--- config.mk ---
export PLATFORM = sky130hd
export DESIGN_NAME = audio_noise_gate_unit_flat
export DESIGN_NICKNAME = d
export VERILOG_FILES = /design/src/ang_pkg.sv /design/src/ang_if.sv /design/src/ang_cfg.sv /design/src/ang_front.sv /design/src/ang_queue.sv /design/src/ang_back.sv /design/src/audio_noise_gate_unit.sv /design/src/flat_wrapper.sv
export SDC_FILE = /design/constraint.sdc
export NUM_CORES = 2
export LEC_CHECK = 0
export ABC_AREA = 0
export BUFFER_PORTS_ARGS = -buffer_cell sky130_fd_sc_hd__buf_2
export CAP_MARGIN = 15
export CORE_MARGIN = 5
export CORE_UTILIZATION = 50
export DETAILED_ROUTE_END_ITERATION = 12
export PLACE_DENSITY = 0.66
export SETUP_SLACK_MARGIN = 0.4
export SLEW_MARGIN = 5
export SYNTH_ARGS = -nofsm -noshare
export SYNTH_HDL_FRONTEND = slang
export SYNTH_HIERARCHICAL = 1
export SYNTH_SLANG_ARGS = --single-unit
export TNS_END_PERCENT = 1
--- constraint.sdc ---
create_clock -name i_clk -period 9.1 [get_ports i_clk]
set_clock_uncertainty 0.05 [all_clocks]
set_input_delay 1.365 -clock i_clk [delete_from_list [all_inputs] [get_ports i_clk]]
set_output_delay 1.365 -clock i_clk [all_outputs]
set_load 0.01 [all_outputs]
--- src/ang_pkg.sv ---
// Shared types and constants for the audio noise gate.
package ang_pkg;

    // Gain format: Q1.23, unity is 2^23.
    localparam int          GAIN_FRAC  = 23;
    localparam logic [23:0] GAIN_UNITY = 24'h80_0000;
    localparam logic [23:0] HOLD_MAX   = 24'hFF_FFFF;

    // Configuration port geometry.
    localparam int CFG_ADDR_W = 5;
    localparam int CFG_DATA_W = 32;

    // Register indexes, taken from paddr[4:2].
    localparam logic [2:0] REG_GATE_ENABLE     = 3'd0;
    localparam logic [2:0] REG_BYPASS_OUTPUT   = 3'd1;
    localparam logic [2:0] REG_OPEN_THRESHOLD  = 3'd2;
    localparam logic [2:0] REG_CLOSE_THRESHOLD = 3'd3;
    localparam logic [2:0] REG_ATTACK_STEP     = 3'd4;
    localparam logic [2:0] REG_RELEASE_STEP    = 3'd5;
    localparam logic [2:0] REG_HOLD_SAMPLES    = 3'd6;
    localparam logic [2:0] REG_DECAY_STEP      = 3'd7;

    // Register reset values.
    localparam logic [23:0] RST_OPEN_THRESHOLD  = 24'd420427;
    localparam logic [23:0] RST_CLOSE_THRESHOLD = 24'd210713;
    localparam logic [23:0] RST_ATTACK_STEP     = 24'd6990;
    localparam logic [23:0] RST_RELEASE_STEP    = 24'd1165;
    localparam logic [23:0] RST_HOLD_SAMPLES    = 24'd9600;
    localparam logic [23:0] RST_DECAY_STEP      = 24'd328;

    // All configuration registers as one bundle.
    typedef struct packed {
        logic        gate_enable;
        logic        bypass_output;
        logic [23:0] open_threshold;
        logic [23:0] close_threshold;
        logic [23:0] attack_step;
        logic [23:0] release_step;
        logic [23:0] hold_samples;
        logic [23:0] decay_step;
    } t_ang_cfg;

endpackage

--- src/ang_if.sv ---
// Valid/ready channel interfaces for the sample input and the gated result.
interface ang_in_if #(
    parameter int SAMPLE_BITS = 24
);
    logic                          valid;
    logic                          ready;
    logic signed [SAMPLE_BITS-1:0] left_in;
    logic signed [SAMPLE_BITS-1:0] right_in;

    modport source (output valid, output left_in, output right_in, input ready);
    modport sink   (input valid, input left_in, input right_in, output ready);
endinterface

interface ang_out_if #(
    parameter int SAMPLE_BITS = 24
);
    logic                          valid;
    logic                          ready;
    logic signed [SAMPLE_BITS-1:0] left_out;
    logic signed [SAMPLE_BITS-1:0] right_out;
    logic                          gate_open;
    logic [23:0]                   gain_now;

    modport source (output valid, output left_out, output right_out, output gate_open,
                    output gain_now, input ready);
    modport sink   (input valid, input left_out, input right_out, input gate_open,
                    input gain_now, output ready);
endinterface

--- src/ang_cfg.sv ---
// APB-style configuration register file for the noise gate.
module ang_cfg (
    input  logic                          i_clk,
    input  logic                          i_rst_n,
    input  logic                          psel,
    input  logic                          penable,
    input  logic                          pwrite,
    input  logic [ang_pkg::CFG_ADDR_W-1:0] paddr,
    input  logic [ang_pkg::CFG_DATA_W-1:0] pwdata,
    output logic [ang_pkg::CFG_DATA_W-1:0] prdata,
    output logic                          pready,
    output ang_pkg::t_ang_cfg             o_cfg
);
    import ang_pkg::*;

    t_ang_cfg   r_cfg;
    logic       wr_en;
    logic [2:0] reg_idx;

    assign pready  = 1'b1;
    assign wr_en   = psel && penable && pwrite;
    assign reg_idx = paddr[4:2];
    assign o_cfg   = r_cfg;

    // Register writes; each register keeps the low bits of the data.
    always_ff @(posedge i_clk) begin
        if (!i_rst_n) begin
            r_cfg.gate_enable     <= 1'b0;
            r_cfg.bypass_output   <= 1'b0;
            r_cfg.open_threshold  <= RST_OPEN_THRESHOLD;
            r_cfg.close_threshold <= RST_CLOSE_THRESHOLD;
            r_cfg.attack_step     <= RST_ATTACK_STEP;
            r_cfg.release_step    <= RST_RELEASE_STEP;
            r_cfg.hold_samples    <= RST_HOLD_SAMPLES;
            r_cfg.decay_step      <= RST_DECAY_STEP;
        end else if (wr_en) begin
            case (reg_idx)
                REG_GATE_ENABLE:     r_cfg.gate_enable     <= pwdata[0];
                REG_BYPASS_OUTPUT:   r_cfg.bypass_output   <= pwdata[0];
                REG_OPEN_THRESHOLD:  r_cfg.open_threshold  <= pwdata[23:0];
                REG_CLOSE_THRESHOLD: r_cfg.close_threshold <= pwdata[23:0];
                REG_ATTACK_STEP:     r_cfg.attack_step     <= pwdata[23:0];
                REG_RELEASE_STEP:    r_cfg.release_step    <= pwdata[23:0];
                REG_HOLD_SAMPLES:    r_cfg.hold_samples    <= pwdata[23:0];
                REG_DECAY_STEP:      r_cfg.decay_step      <= pwdata[23:0];
                default: begin
                end
            endcase
        end
    end

    // Read-back multiplexer.
    always_comb begin
        case (reg_idx)
            REG_GATE_ENABLE:     prdata = {31'd0, r_cfg.gate_enable};
            REG_BYPASS_OUTPUT:   prdata = {31'd0, r_cfg.bypass_output};
            REG_OPEN_THRESHOLD:  prdata = {8'd0, r_cfg.open_threshold};
            REG_CLOSE_THRESHOLD: prdata = {8'd0, r_cfg.close_threshold};
            REG_ATTACK_STEP:     prdata = {8'd0, r_cfg.attack_step};
            REG_RELEASE_STEP:    prdata = {8'd0, r_cfg.release_step};
            REG_HOLD_SAMPLES:    prdata = {8'd0, r_cfg.hold_samples};
            REG_DECAY_STEP:      prdata = {8'd0, r_cfg.decay_step};
            default:             prdata = '0;
        endcase
    end

endmodule

--- src/ang_front.sv ---
// Front end: accepts sample pairs, measures the level and flags the open crossing.
module ang_front #(
    parameter int SAMPLE_BITS = 24
) (
    ang_in_if.sink                   i_in,
    input  logic [23:0]              i_open_threshold,
    input  logic                     i_full,
    output logic                     o_push,
    output logic [3*SAMPLE_BITS:0]   o_push_data
);
    import ang_pkg::*;

    localparam int CMP_W = (SAMPLE_BITS > 24) ? SAMPLE_BITS : 24;

    logic signed [SAMPLE_BITS:0]   sum;
    logic        [SAMPLE_BITS:0]   sum_abs;
    logic        [SAMPLE_BITS-1:0] level;
    logic        [CMP_W-1:0]       level_x;
    logic        [CMP_W-1:0]       thr_x;
    logic                          above_open;

    assign i_in.ready = !i_full;
    assign o_push     = i_in.valid && !i_full;

    // Level is |left + right| / 2, truncated.
    assign sum     = {i_in.left_in[SAMPLE_BITS-1], i_in.left_in}
                   + {i_in.right_in[SAMPLE_BITS-1], i_in.right_in};
    assign sum_abs = sum[SAMPLE_BITS] ? (~sum + 1'b1) : sum;
    assign level   = sum_abs[SAMPLE_BITS:1];

    // Open-threshold crossing, compared unsigned at a common width.
    assign level_x    = CMP_W'(level);
    assign thr_x      = CMP_W'(i_open_threshold);
    assign above_open = level_x > thr_x;

    assign o_push_data = {i_in.left_in, i_in.right_in, level, above_open};

endmodule

--- src/ang_queue.sv ---
// Small register queue that decouples the front end from the gate core.
module ang_queue #(
    parameter int WIDTH = 8,
    parameter int DEPTH = 4
) (
    input  logic             i_clk,
    input  logic             i_rst_n,
    input  logic             i_push,
    input  logic [WIDTH-1:0] i_push_data,
    output logic             o_full,
    input  logic             i_pop,
    output logic [WIDTH-1:0] o_pop_data,
    output logic             o_empty
);
    import ang_pkg::*;

    localparam int PW = (DEPTH > 1) ? $clog2(DEPTH) : 1;
    localparam int CW = $clog2(DEPTH + 1);

    logic [WIDTH-1:0] r_mem [DEPTH];
    logic [PW-1:0]    r_wr_ptr;
    logic [PW-1:0]    r_rd_ptr;
    logic [CW-1:0]    r_count;
    logic [PW-1:0]    n_wr_ptr;
    logic [PW-1:0]    n_rd_ptr;
    logic             do_push;
    logic             do_pop;

    assign o_full     = r_count == CW'(DEPTH);
    assign o_empty    = r_count == '0;
    assign do_push    = i_push && !o_full;
    assign do_pop     = i_pop && !o_empty;
    assign o_pop_data = r_mem[r_rd_ptr];

    // Pointer wrap for any depth.
    assign n_wr_ptr = (r_wr_ptr == PW'(DEPTH - 1)) ? '0 : r_wr_ptr + 1'b1;
    assign n_rd_ptr = (r_rd_ptr == PW'(DEPTH - 1)) ? '0 : r_rd_ptr + 1'b1;

    // Storage.
    always_ff @(posedge i_clk) begin
        if (do_push) begin
            r_mem[r_wr_ptr] <= i_push_data;
        end
    end

    // Pointers and fill count.
    always_ff @(posedge i_clk) begin
        if (!i_rst_n) begin
            r_wr_ptr <= '0;
            r_rd_ptr <= '0;
            r_count  <= '0;
        end else begin
            if (do_push) begin
                r_wr_ptr <= n_wr_ptr;
            end
            if (do_pop) begin
                r_rd_ptr <= n_rd_ptr;
            end
            if (do_push && !do_pop) begin
                r_count <= r_count + 1'b1;
            end else if (do_pop && !do_push) begin
                r_count <= r_count - 1'b1;
            end
        end
    end

endmodule

--- src/ang_back.sv ---
// Gate core: updates gate state per sample, then scales the pair by the gain.
module ang_back #(
    parameter int SAMPLE_BITS = 24
) (
    input  logic                   i_clk,
    input  logic                   i_rst_n,
    input  ang_pkg::t_ang_cfg      i_cfg,
    input  logic                   i_empty,
    input  logic [3*SAMPLE_BITS:0] i_pop_data,
    output logic                   o_pop,
    ang_out_if.source              o_out
);
    import ang_pkg::*;

    localparam int CMP_W  = (SAMPLE_BITS > 24) ? SAMPLE_BITS : 24;
    localparam int PEAK_W = CMP_W + 2;
    localparam int PROD_W = SAMPLE_BITS + 25;

    // Request fields from the queue.
    logic signed [SAMPLE_BITS-1:0] q_left;
    logic signed [SAMPLE_BITS-1:0] q_right;
    logic        [SAMPLE_BITS-1:0] q_level;
    logic                          q_above;

    // Gate state.
    logic        [23:0]       r_gain;
    logic signed [PEAK_W-1:0] r_peak;
    logic        [23:0]       r_hold;
    logic                     r_is_open;
    logic        [23:0]       n_gain;
    logic signed [PEAK_W-1:0] n_peak;
    logic        [23:0]       n_hold;
    logic                     n_is_open;

    // Update-to-scale stage.
    logic                          r_s1_valid;
    logic signed [SAMPLE_BITS-1:0] r_s1_left;
    logic signed [SAMPLE_BITS-1:0] r_s1_right;
    logic        [23:0]            r_s1_gain;
    logic                          r_s1_open;
    logic                          r_s1_scale;

    // Output register.
    logic                          r_out_valid;
    logic signed [SAMPLE_BITS-1:0] r_out_left;
    logic signed [SAMPLE_BITS-1:0] r_out_right;
    logic                          r_out_open;
    logic        [23:0]            r_out_gain;

    // Combinational update terms.
    logic                     adv;
    logic                     open_a;
    logic                     close_now;
    logic signed [PEAK_W-1:0] level_x;
    logic signed [PEAK_W-1:0] close_x;
    logic signed [PEAK_W-1:0] decay_x;
    logic signed [PEAK_W-1:0] peak_max;
    logic        [24:0]       gain_up;
    logic        [23:0]       hold_base;
    logic        [23:0]       hold_inc;
    logic signed [PROD_W-1:0] prod_l;
    logic signed [PROD_W-1:0] prod_r;

    assign {q_left, q_right, q_level, q_above} = i_pop_data;

    // The pipeline moves whenever the output register can take a result.
    assign adv   = !r_out_valid || o_out.ready;
    assign o_pop = adv && !i_empty;

    // Next gate state for the request at the queue head.
    always_comb begin
        level_x   = $signed(PEAK_W'(q_level));
        close_x   = $signed(PEAK_W'(i_cfg.close_threshold));
        decay_x   = $signed(PEAK_W'(i_cfg.decay_step));
        open_a    = r_is_open || q_above;
        close_now = open_a && (r_peak < close_x);
        peak_max  = (r_peak > level_x) ? r_peak : level_x;
        gain_up   = {1'b0, r_gain} + {1'b0, i_cfg.attack_step};
        hold_base = close_now ? '0 : r_hold;
        hold_inc  = (hold_base != HOLD_MAX) ? hold_base + 1'b1 : hold_base;

        n_is_open = open_a && !close_now;
        n_peak    = peak_max - decay_x;
        n_hold    = hold_base;
        n_gain    = r_gain;
        if (n_is_open) begin
            n_gain = (gain_up > {1'b0, GAIN_UNITY}) ? GAIN_UNITY : gain_up[23:0];
        end else begin
            n_hold = hold_inc;
            if (hold_inc > i_cfg.hold_samples) begin
                n_gain = (r_gain > i_cfg.release_step) ? r_gain - i_cfg.release_step
                                                       : '0;
            end
        end

        // A disabled gate sits at its reset state.
        if (!i_cfg.gate_enable) begin
            n_is_open = 1'b0;
            n_peak    = '0;
            n_hold    = '0;
            n_gain    = '0;
        end
    end

    // Gate state registers advance once per popped request.
    always_ff @(posedge i_clk) begin
        if (!i_rst_n) begin
            r_gain    <= '0;
            r_peak    <= '0;
            r_hold    <= '0;
            r_is_open <= 1'b0;
        end else if (o_pop) begin
            r_gain    <= n_gain;
            r_peak    <= n_peak;
            r_hold    <= n_hold;
            r_is_open <= n_is_open;
        end
    end

    // Stage valid bits.
    always_ff @(posedge i_clk) begin
        if (!i_rst_n) begin
            r_s1_valid  <= 1'b0;
            r_out_valid <= 1'b0;
        end else if (adv) begin
            r_s1_valid  <= !i_empty;
            r_out_valid <= r_s1_valid;
        end
    end

    // Stage payload: samples with the updated gain.
    always_ff @(posedge i_clk) begin
        if (adv) begin
            r_s1_left  <= q_left;
            r_s1_right <= q_right;
            r_s1_gain  <= n_gain;
            r_s1_open  <= n_is_open;
            r_s1_scale <= i_cfg.gate_enable && !i_cfg.bypass_output;
        end
    end

    // Gain multiply; the arithmetic shift by 23 is a part-select.
    assign prod_l = r_s1_left * $signed({1'b0, r_s1_gain});
    assign prod_r = r_s1_right * $signed({1'b0, r_s1_gain});

    always_ff @(posedge i_clk) begin
        if (adv) begin
            r_out_left  <= r_s1_scale ? prod_l[GAIN_FRAC+SAMPLE_BITS-1:GAIN_FRAC]
                                      : r_s1_left;
            r_out_right <= r_s1_scale ? prod_r[GAIN_FRAC+SAMPLE_BITS-1:GAIN_FRAC]
                                      : r_s1_right;
            r_out_open  <= r_s1_open;
            r_out_gain  <= r_s1_gain;
        end
    end

    assign o_out.valid     = r_out_valid;
    assign o_out.left_out  = r_out_left;
    assign o_out.right_out = r_out_right;
    assign o_out.gate_open = r_out_open;
    assign o_out.gain_now  = r_out_gain;

endmodule

--- src/audio_noise_gate_unit.sv ---
// Stereo noise gate with hysteresis, attack, hold and release.
//
// Channels: i_in takes one stereo pair per request (left_in, right_in, signed).
// o_out returns one result per request in order: the gated pair, gate_open and
// gain_now (Q1.23). Registers are written over the APB-style port, four bytes
// apart; the user must write only while no request is in flight (not enforced).
// Path: an accepted request is written into the queue, then updates the gate
// state into the update-to-scale stage, then is scaled into the output register.
// Throughput: one pair per cycle while o_out is not stalled. The gate state
// recurrence closes around the state registers; the multiply has its own stage.
// Stall: when o_out.ready is low the output register holds, the core stops
// popping, and the front keeps accepting until the four-entry queue fills.
// Reset: i_rst_n (synchronous, active low) empties the pipeline, clears the gate
// state (gain, peak, hold count, open flag) and loads the register defaults,
// with the gate disabled so samples pass unchanged.
module audio_noise_gate_unit #(
    parameter int SAMPLE_BITS = 24,
    parameter int QUEUE_DEPTH = 4
) (
    input  logic                           i_clk,
    input  logic                           i_rst_n,
    ang_in_if.sink                         i_in,
    ang_out_if.source                      o_out,
    input  logic                           psel,
    input  logic                           penable,
    input  logic                           pwrite,
    input  logic [ang_pkg::CFG_ADDR_W-1:0] paddr,
    input  logic [ang_pkg::CFG_DATA_W-1:0] pwdata,
    output logic [ang_pkg::CFG_DATA_W-1:0] prdata,
    output logic                           pready
);
    import ang_pkg::*;

    localparam int ENTRY_W = 3 * SAMPLE_BITS + 1;

    t_ang_cfg           cfg;
    logic               push;
    logic [ENTRY_W-1:0] push_data;
    logic               full;
    logic               pop;
    logic [ENTRY_W-1:0] pop_data;
    logic               empty;

    // Configuration registers.
    ang_cfg u_cfg (
        .i_clk   (i_clk),
        .i_rst_n (i_rst_n),
        .psel    (psel),
        .penable (penable),
        .pwrite  (pwrite),
        .paddr   (paddr),
        .pwdata  (pwdata),
        .prdata  (prdata),
        .pready  (pready),
        .o_cfg   (cfg)
    );

    // Level measurement and intake.
    ang_front #(
        .SAMPLE_BITS (SAMPLE_BITS)
    ) u_front (
        .i_in             (i_in),
        .i_open_threshold (cfg.open_threshold),
        .i_full           (full),
        .o_push           (push),
        .o_push_data      (push_data)
    );

    // Decoupling queue.
    ang_queue #(
        .WIDTH (ENTRY_W),
        .DEPTH (QUEUE_DEPTH)
    ) u_queue (
        .i_clk       (i_clk),
        .i_rst_n     (i_rst_n),
        .i_push      (push),
        .i_push_data (push_data),
        .o_full      (full),
        .i_pop       (pop),
        .o_pop_data  (pop_data),
        .o_empty     (empty)
    );

    // Gate state and gain stage.
    ang_back #(
        .SAMPLE_BITS (SAMPLE_BITS)
    ) u_back (
        .i_clk      (i_clk),
        .i_rst_n    (i_rst_n),
        .i_cfg      (cfg),
        .i_empty    (empty),
        .i_pop_data (pop_data),
        .o_pop      (pop),
        .o_out      (o_out)
    );

endmodule

--- src/flat_wrapper.sv ---
// flat-port wrapper written by rule: the top's interface ports become plain ports
module audio_noise_gate_unit_flat import ang_pkg::*;
#(
    parameter int SAMPLE_BITS = 24,
    parameter int QUEUE_DEPTH = 4
)
  (i_clk, i_rst_n, psel, penable, pwrite, paddr, pwdata, prdata, pready, i_in_valid, i_in_left_in, i_in_right_in, i_in_ready, o_out_valid, o_out_left_out, o_out_right_out, o_out_gate_open, o_out_gain_now, o_out_ready);
  ang_in_if #(.SAMPLE_BITS(SAMPLE_BITS)) i_in_i ();
  ang_out_if #(.SAMPLE_BITS(SAMPLE_BITS)) o_out_i ();
  input  logic i_clk;
  input  logic i_rst_n;
  input  logic psel;
  input  logic penable;
  input  logic pwrite;
  input  logic [ang_pkg::CFG_ADDR_W-1:0] paddr;
  input  logic [ang_pkg::CFG_DATA_W-1:0] pwdata;
  output logic [ang_pkg::CFG_DATA_W-1:0] prdata;
  output logic pready;
  input wire logic [$bits(i_in_i.valid)-1:0] i_in_valid;
  input wire logic [$bits(i_in_i.left_in)-1:0] i_in_left_in;
  input wire logic [$bits(i_in_i.right_in)-1:0] i_in_right_in;
  output wire logic [$bits(i_in_i.ready)-1:0] i_in_ready;
  output wire logic [$bits(o_out_i.valid)-1:0] o_out_valid;
  output wire logic [$bits(o_out_i.left_out)-1:0] o_out_left_out;
  output wire logic [$bits(o_out_i.right_out)-1:0] o_out_right_out;
  output wire logic [$bits(o_out_i.gate_open)-1:0] o_out_gate_open;
  output wire logic [$bits(o_out_i.gain_now)-1:0] o_out_gain_now;
  input wire logic [$bits(o_out_i.ready)-1:0] o_out_ready;
  assign i_in_i.valid = i_in_valid;
  assign i_in_i.left_in = i_in_left_in;
  assign i_in_i.right_in = i_in_right_in;
  assign i_in_ready = i_in_i.ready;
  assign o_out_valid = o_out_i.valid;
  assign o_out_left_out = o_out_i.left_out;
  assign o_out_right_out = o_out_i.right_out;
  assign o_out_gate_open = o_out_i.gate_open;
  assign o_out_gain_now = o_out_i.gain_now;
  assign o_out_i.ready = o_out_ready;
  audio_noise_gate_unit #(.SAMPLE_BITS(SAMPLE_BITS), .QUEUE_DEPTH(QUEUE_DEPTH)) u_core (.i_clk(i_clk), .i_rst_n(i_rst_n), .i_in(i_in_i), .o_out(o_out_i), .psel(psel), .penable(penable), .pwrite(pwrite), .paddr(paddr), .pwdata(pwdata), .prdata(prdata), .pready(pready));
endmodule
* Word-level counts from Yosys, hierarchy flattened
Memory sizes are Yosys's and may differ from the RTL's. A register that Yosys moved wholly into a read port is not among the register bits.
Index checks and enable logic that the tools add are counted.
Widths: inputs -> output; s select.
** Word-level totals
- Output and inout port bits :: 108
- Memories :: 1
- Bits in registers :: 377
- RAM bits :: 292
- Input bits :: 92
** Operators by class
- Add/subtract/negate cells :: 10
- Multipliers :: 2
- Bitwise operators :: 1
- Reduce and logical (&&, ||, !) cells :: 31
- Muxes and demuxes :: 24
- Order comparisons :: 6
- Equality and inequality tests :: 11
** Memory list
- u_core.u_queue.r_mem :: words 4, bits a word 73, rd ports 1, clocked after Yosys merged registers in 1, wr ports 1, RTL line ang_queue.sv:20 : logic [WIDTH-1:0] r_mem [DEPTH];
** Operators by type and width (count)
- $mux 24 :: 11
- $pmux 32 s8 :: 1
- $mul 24x25->47 :: 2
- $gt 24x24->1 :: 3
- $mux 26 :: 2
- $add 24x24->25 :: 2
- $gt 26x25->1 :: 1
- $lt 26x25->1 :: 1
- $sub 26x25->26 :: 1
- $add 25x1->25 const B :: 1
- $gt 25x24->1 const B :: 1
- $mux 25 :: 1
- $not 25->25 :: 1
- $add 24x1->24 const B :: 1
- $ne 24x24->1 const B :: 1
- $sub 24x24->24 :: 1
- $reduce_and 2->1 :: 8
- $eq 3x3->1 const B :: 5
- $logic_and 1x1->1 :: 11
- $mux 2 :: 4
- $logic_not 1->1 :: 7
- $eq 3x2->1 const B :: 2
- $logic_not 3->1 :: 2
- $mux 3 :: 2
- 8 further kinds :: 13

* Longest topological paths before layout
- Depth in word-level cells :: 9
- Gate-level depth with buffers :: 34
- Mapped depth without buffers :: 27

* Cells and area by module
The synthesis kept the hierarchy.
** By module, submodules not included
- ang_back :: times used 1, cells each 5630, area each 51345.5 sq um, sequential area each 5955.7 sq um
- ang_queue :: times used 1, cells each 432, area each 11084.4 sq um, sequential area each 8948.6 sq um
- ang_cfg :: times used 1, cells each 698, area each 6683.9 sq um, sequential area each 2922.8 sq um
- ang_front :: times used 1, cells each 375, area each 2783.9 sq um, sequential area each 0.0 sq um

* Worst setup path before layout
Ideal clock, no wire load.
- Path kind :: register to register
- Start point :: register u_core.u_back.r_s1_gain[13]
- End point :: register u_core.u_back.r_out_left[17] (netlist: u_core/u_back/o_out.left_out[17]), data pin
- Setup time :: 260 ps
- Stages on the path, launching flop included :: 27
- Arrival time :: 6902 ps
- Path slack :: 1888 ps
- Period minus slack after synthesis :: 7212 ps
- Cells stage by stage :: edfxtp_1 -> clkbuf_1 -> clkbuf_1 -> nand2_1 -> fa_1 -> fa_1 -> fa_1 -> inv_1 -> fa_1 -> inv_1 -> fa_1 -> inv_1 -> fa_1 -> inv_1 -> fa_1 -> inv_1 -> ha_1 -> a211oi_1 -> nand2_1 -> a2111oi_1 -> o21ai_1 -> a31oi_2 -> o21ai_2 -> a211oi_1 -> o21bai_1 -> xor2_1 -> mux2_2
** On the way
- Word-level cells in the longest chain between the ends :: 2
** RTL lines
- start, declared :: RTL line ang_back.sv:39 : logic [23:0] r_s1_gain;
- start signal, assigned :: RTL line ang_back.sv:136 : r_s1_gain <= n_gain;
- $mul 24x25->47 :: RTL line ang_back.sv:143 : assign prod_l = r_s1_left * $signed({1'b0, r_s1_gain});
- $mux 24 :: RTL line ang_back.sv:148 : r_out_left <= r_s1_scale ? prod_l[GAIN_FRAC+SAMPLE_BITS-1:GAIN_FRAC]
- end signal, assigned :: RTL line ang_back.sv:148
- end, declared :: RTL line ang_back.sv:45 : logic signed [SAMPLE_BITS-1:0] r_out_left;
Every way passes these cells.
A chain may end at the register's enable or synchronous reset.

* Worst setup path after layout
- Start point :: register u_core.u_back.r_s1_gain[9]
- End point :: register u_core.u_back.r_out_left[23] (netlist: u_core/u_back/o_out.left_out[23]), data pin
The elaborated chain is that of the path after synthesis.

==> run metrics <==
largest net degree at the start of global routing=96; Final min period=8.42 ns; Area after DPL=74,300 um^2; vias=51,400; initial antenna violation count=7; critical path arrival=8.75 ns; max cap viols=0; core area=143,000 um^2; Final Cycle Share=0.926; Post-synth ARST share=0; synthesis-to-finish area growth=6.83%; startpoint types=flip-flop; Seq/Total Area, Yosys=0.248; H-tree depth=3; DR WL/cell=21.4 um; number of enable flip-flop cells after synthesis=439; total grt overflow=0; P_leak=35.1 nW; Setup-failing EPs final=0; Final WS setup=0.677 ns; io pins=200; Final #Nets=8,752; Synth area leader=fa_1; launch point of the worst path=u_core/u_back/r_s1_gain[9]; gpl congestion=0.927; total wire length=194,000 um; die width=389 um; dpl hpwl=150,000 um; Mapped Cells=7,135; outcome=finished, final reports clean; Reg with most FFs=u_core/u_queue/r_mem; Detail Route Antenna Nets=0; max reg flops=292; Num CTS Buffers=71; drc violations=0; Req. time, crit path=9.42 ns; number of global-route vias before repair=53,500; Synth Flop Type=edfxtp_1; Skew-Pair Late Insertion Delay=0.66 ns; clock transition at the registers of the reported paths=0.06 ns; share of cells above drive strength 1=0.0912; Least-Margin Pin Slew=1.23 ns; Rows=139; unrepaired setup endpoints after global routing=false; Root Buffer=clkbuf_16; PortBufs=180; TritonCTS Sinks=671; Initial Util=0.502; library cells used by synthesis=116; fin area=76,800 um^2; First-pass DRT Iterations=8; worst reg2reg startpoint=u_core/u_back/r_s1_gain[9]; syn_area_per_cell=10.1 um^2; Hold Path Class=reg2reg; Worst Setup EP=u_core/u_back/o_out.left_out[23]; Post-Syn Area=71,900 um^2; Setup TNS=0 ns; GRT Total Usage=0.257; Fmax=0.119 GHz; Die Height=389 um; Worst VDD drop=0.318 mV; CTS Buffer Depth=3; DRC marker count from the first detailed-route iteration=3,782; post-DR vias/cell=5.65; CP Capture Type=flip-flop; RR Endpoint=u_core/u_back/o_out.left_out[23]; most common cell after layout, fill and taps aside=inv_1; R2R Setup Slk=0.68 ns; TritonCTS clock tree=built; Place WS=0.645 ns; DIE AREA=151,000 um^2; area share of the largest cell type after synthesis=0.269; Final Hold Viols=0; Worst Path Max Fanout=40; Final Max Slew Viols=0; ranking of synthesized cells by area=fa_1 27%, edfxtp_1 18%, ha_1 9.9%; first-pass GRT wire length=304,000 um; FF+latch count, synth=671; PwrDens=297 nW/um^2; Tot Pwr=22.8 mW; commonest cells after routing, fill and taps aside=1,291 x inv_1, 967 x fa_1, 858 x nand2_1, 569 x ha_1, 546 x and2_1; Crit Path Category=reg2reg; Slew HR=0.175; Ys Warns=6; R2R cell count=23
==> cell families (layout without fill, tap and decap cells) <==
| family | after synthesis | count (layout) | share of synthesized area |
|---|---|---|---|
| buf+inv | 1705 | 1745 | 0.0960 |
| compound gates | 821 | 821 | 0.0775 |
| fa+ha+maj | 1536 | 1536 | 0.368 |
| flops | 671 | 671 | 0.248 |
| xor+xnor | 175 | 175 | 0.0216 |
| simple gates | 1929 | 1929 | 0.133 |
| mux | 296 | 296 | 0.0555 |
| other cells | 2 | 13 | 0.000104 |
==> report_power, final <==
| group | internal (mW) | switching, mW | total, mW | leakage, nW |
|---|---|---|---|---|
| clock network | 1.79 | 1.32 | 3.11 | 1.19 |
| registers | 3.88 | 0.840 | 4.72 | 6.16 |
| logic | 6.20 | 8.82 | 15.0 | 27.8 |
| total | 11.9 | 11.0 | 22.8 | 35.1 |
==> per-layer routing <==
| layer | vias to the layer above | share of wire | track usage |
|---|---|---|---|
| met5 | - | 0.000046 | 0 |
| met1 | 26300 | 0.42 | 0.344 |
| met4 | 2 | 0.046 | 0.105 |
| met2 | 1776 | 0.48 | 0.431 |
| met3 | 396 | 0.060 | 0.0279 |
| li1 | 22900 | - | - |
==> worst max-delay path: stages, from the launching register on <==
cell and delay (ns):
edfxtp_1 0.52, buf_4 0.55, nand2_1 0.17, fa_1 0.56, inv_1 0.05, fa_1 0.56
fa_1 0.44, fa_1 0.44, fa_1 0.49, fa_1 0.49, inv_1 0.05, fa_1 0.50
inv_1 0.05, ha_1 0.32, a222oi_1 0.63, nand3_1 0.15, a21oi_1 0.15, o21ai_1 0.23
a31oi_2 0.50, o21ai_2 0.22, a311oi_1 0.50, o21ai_1 0.20, xnor2_1 0.18, a21oi_1 0.08
==> how the worst min path moves through the flow <==
stage                                 start                       endpoint  slack [ns]  cells after the start
finish              u_core/u_back/r_peak[0]        u_core/u_back/r_peak[0]        0.42                      2
global route        u_core/u_back/r_peak[0]        u_core/u_back/r_peak[0]        0.42                      2
CTS                 u_core/u_back/r_peak[0]        u_core/u_back/r_peak[0]        0.41                      2
detailed placement  u_core/u_back/r_peak[0]        u_core/u_back/r_peak[0]        0.40                      2
global placement    u_core/u_back/r_peak[0]        u_core/u_back/r_peak[0]        0.39                      2
floorplan           u_core/u_back/r_s1_open  u_core/u_back/o_out.gate_open        0.35                      0
==> timing repair <==
item / 4_1_cts / 5_1_grt
gates resized for setup: 0 / 3
buffers inserted: 0 / 1
hold buffers: 0 / 0
endpoints found under the setup margin: 0 / 4
==> through the flow <==
| step | instances | hold WS [ns] | util |
|---|---|---|---|
| 3_5_place_dp | 8952 | 0.401 | 0.518 |
| 3_3_place_gp | 8952 | 0.390 | 0.518 |
| 5_1_grt | 9086 | 0.423 | 0.536 |
| 2_1_floorplan | 7142 | 0.350 | - |
| 6_report | 9089 | 0.418 | 0.536 |
| 4_1_cts | 9083 | 0.409 | 0.536 |
==> synth_stat cells, types with 105 or more instances <==
cell type and instances:
dfxtp_1 232, ha_1 569, nor2_1 154, clkbuf_1 291
mux2i_1 148, inv_1 1292, nand2_1 858, a21oi_1 184
and2_1 550, o21ai_0 159, edfxtp_1 439, xnor2_1 105
fa_1 967
==> area by class of cell <==
type | count | area [um^2]
fill | 12700 | 66500
clock inverter | 50 | 604
sequential | 671 | 17800
timing repair buffer | 320 | 2020
clock buffer | 81 | 1870
tap | 1903 | 2380
multi-input combinational | 4766 | 47200
inverter | 1294 | 4860
antenna | 4 | 10.0
No activity file was read; power rests on OpenSTA's default activity.
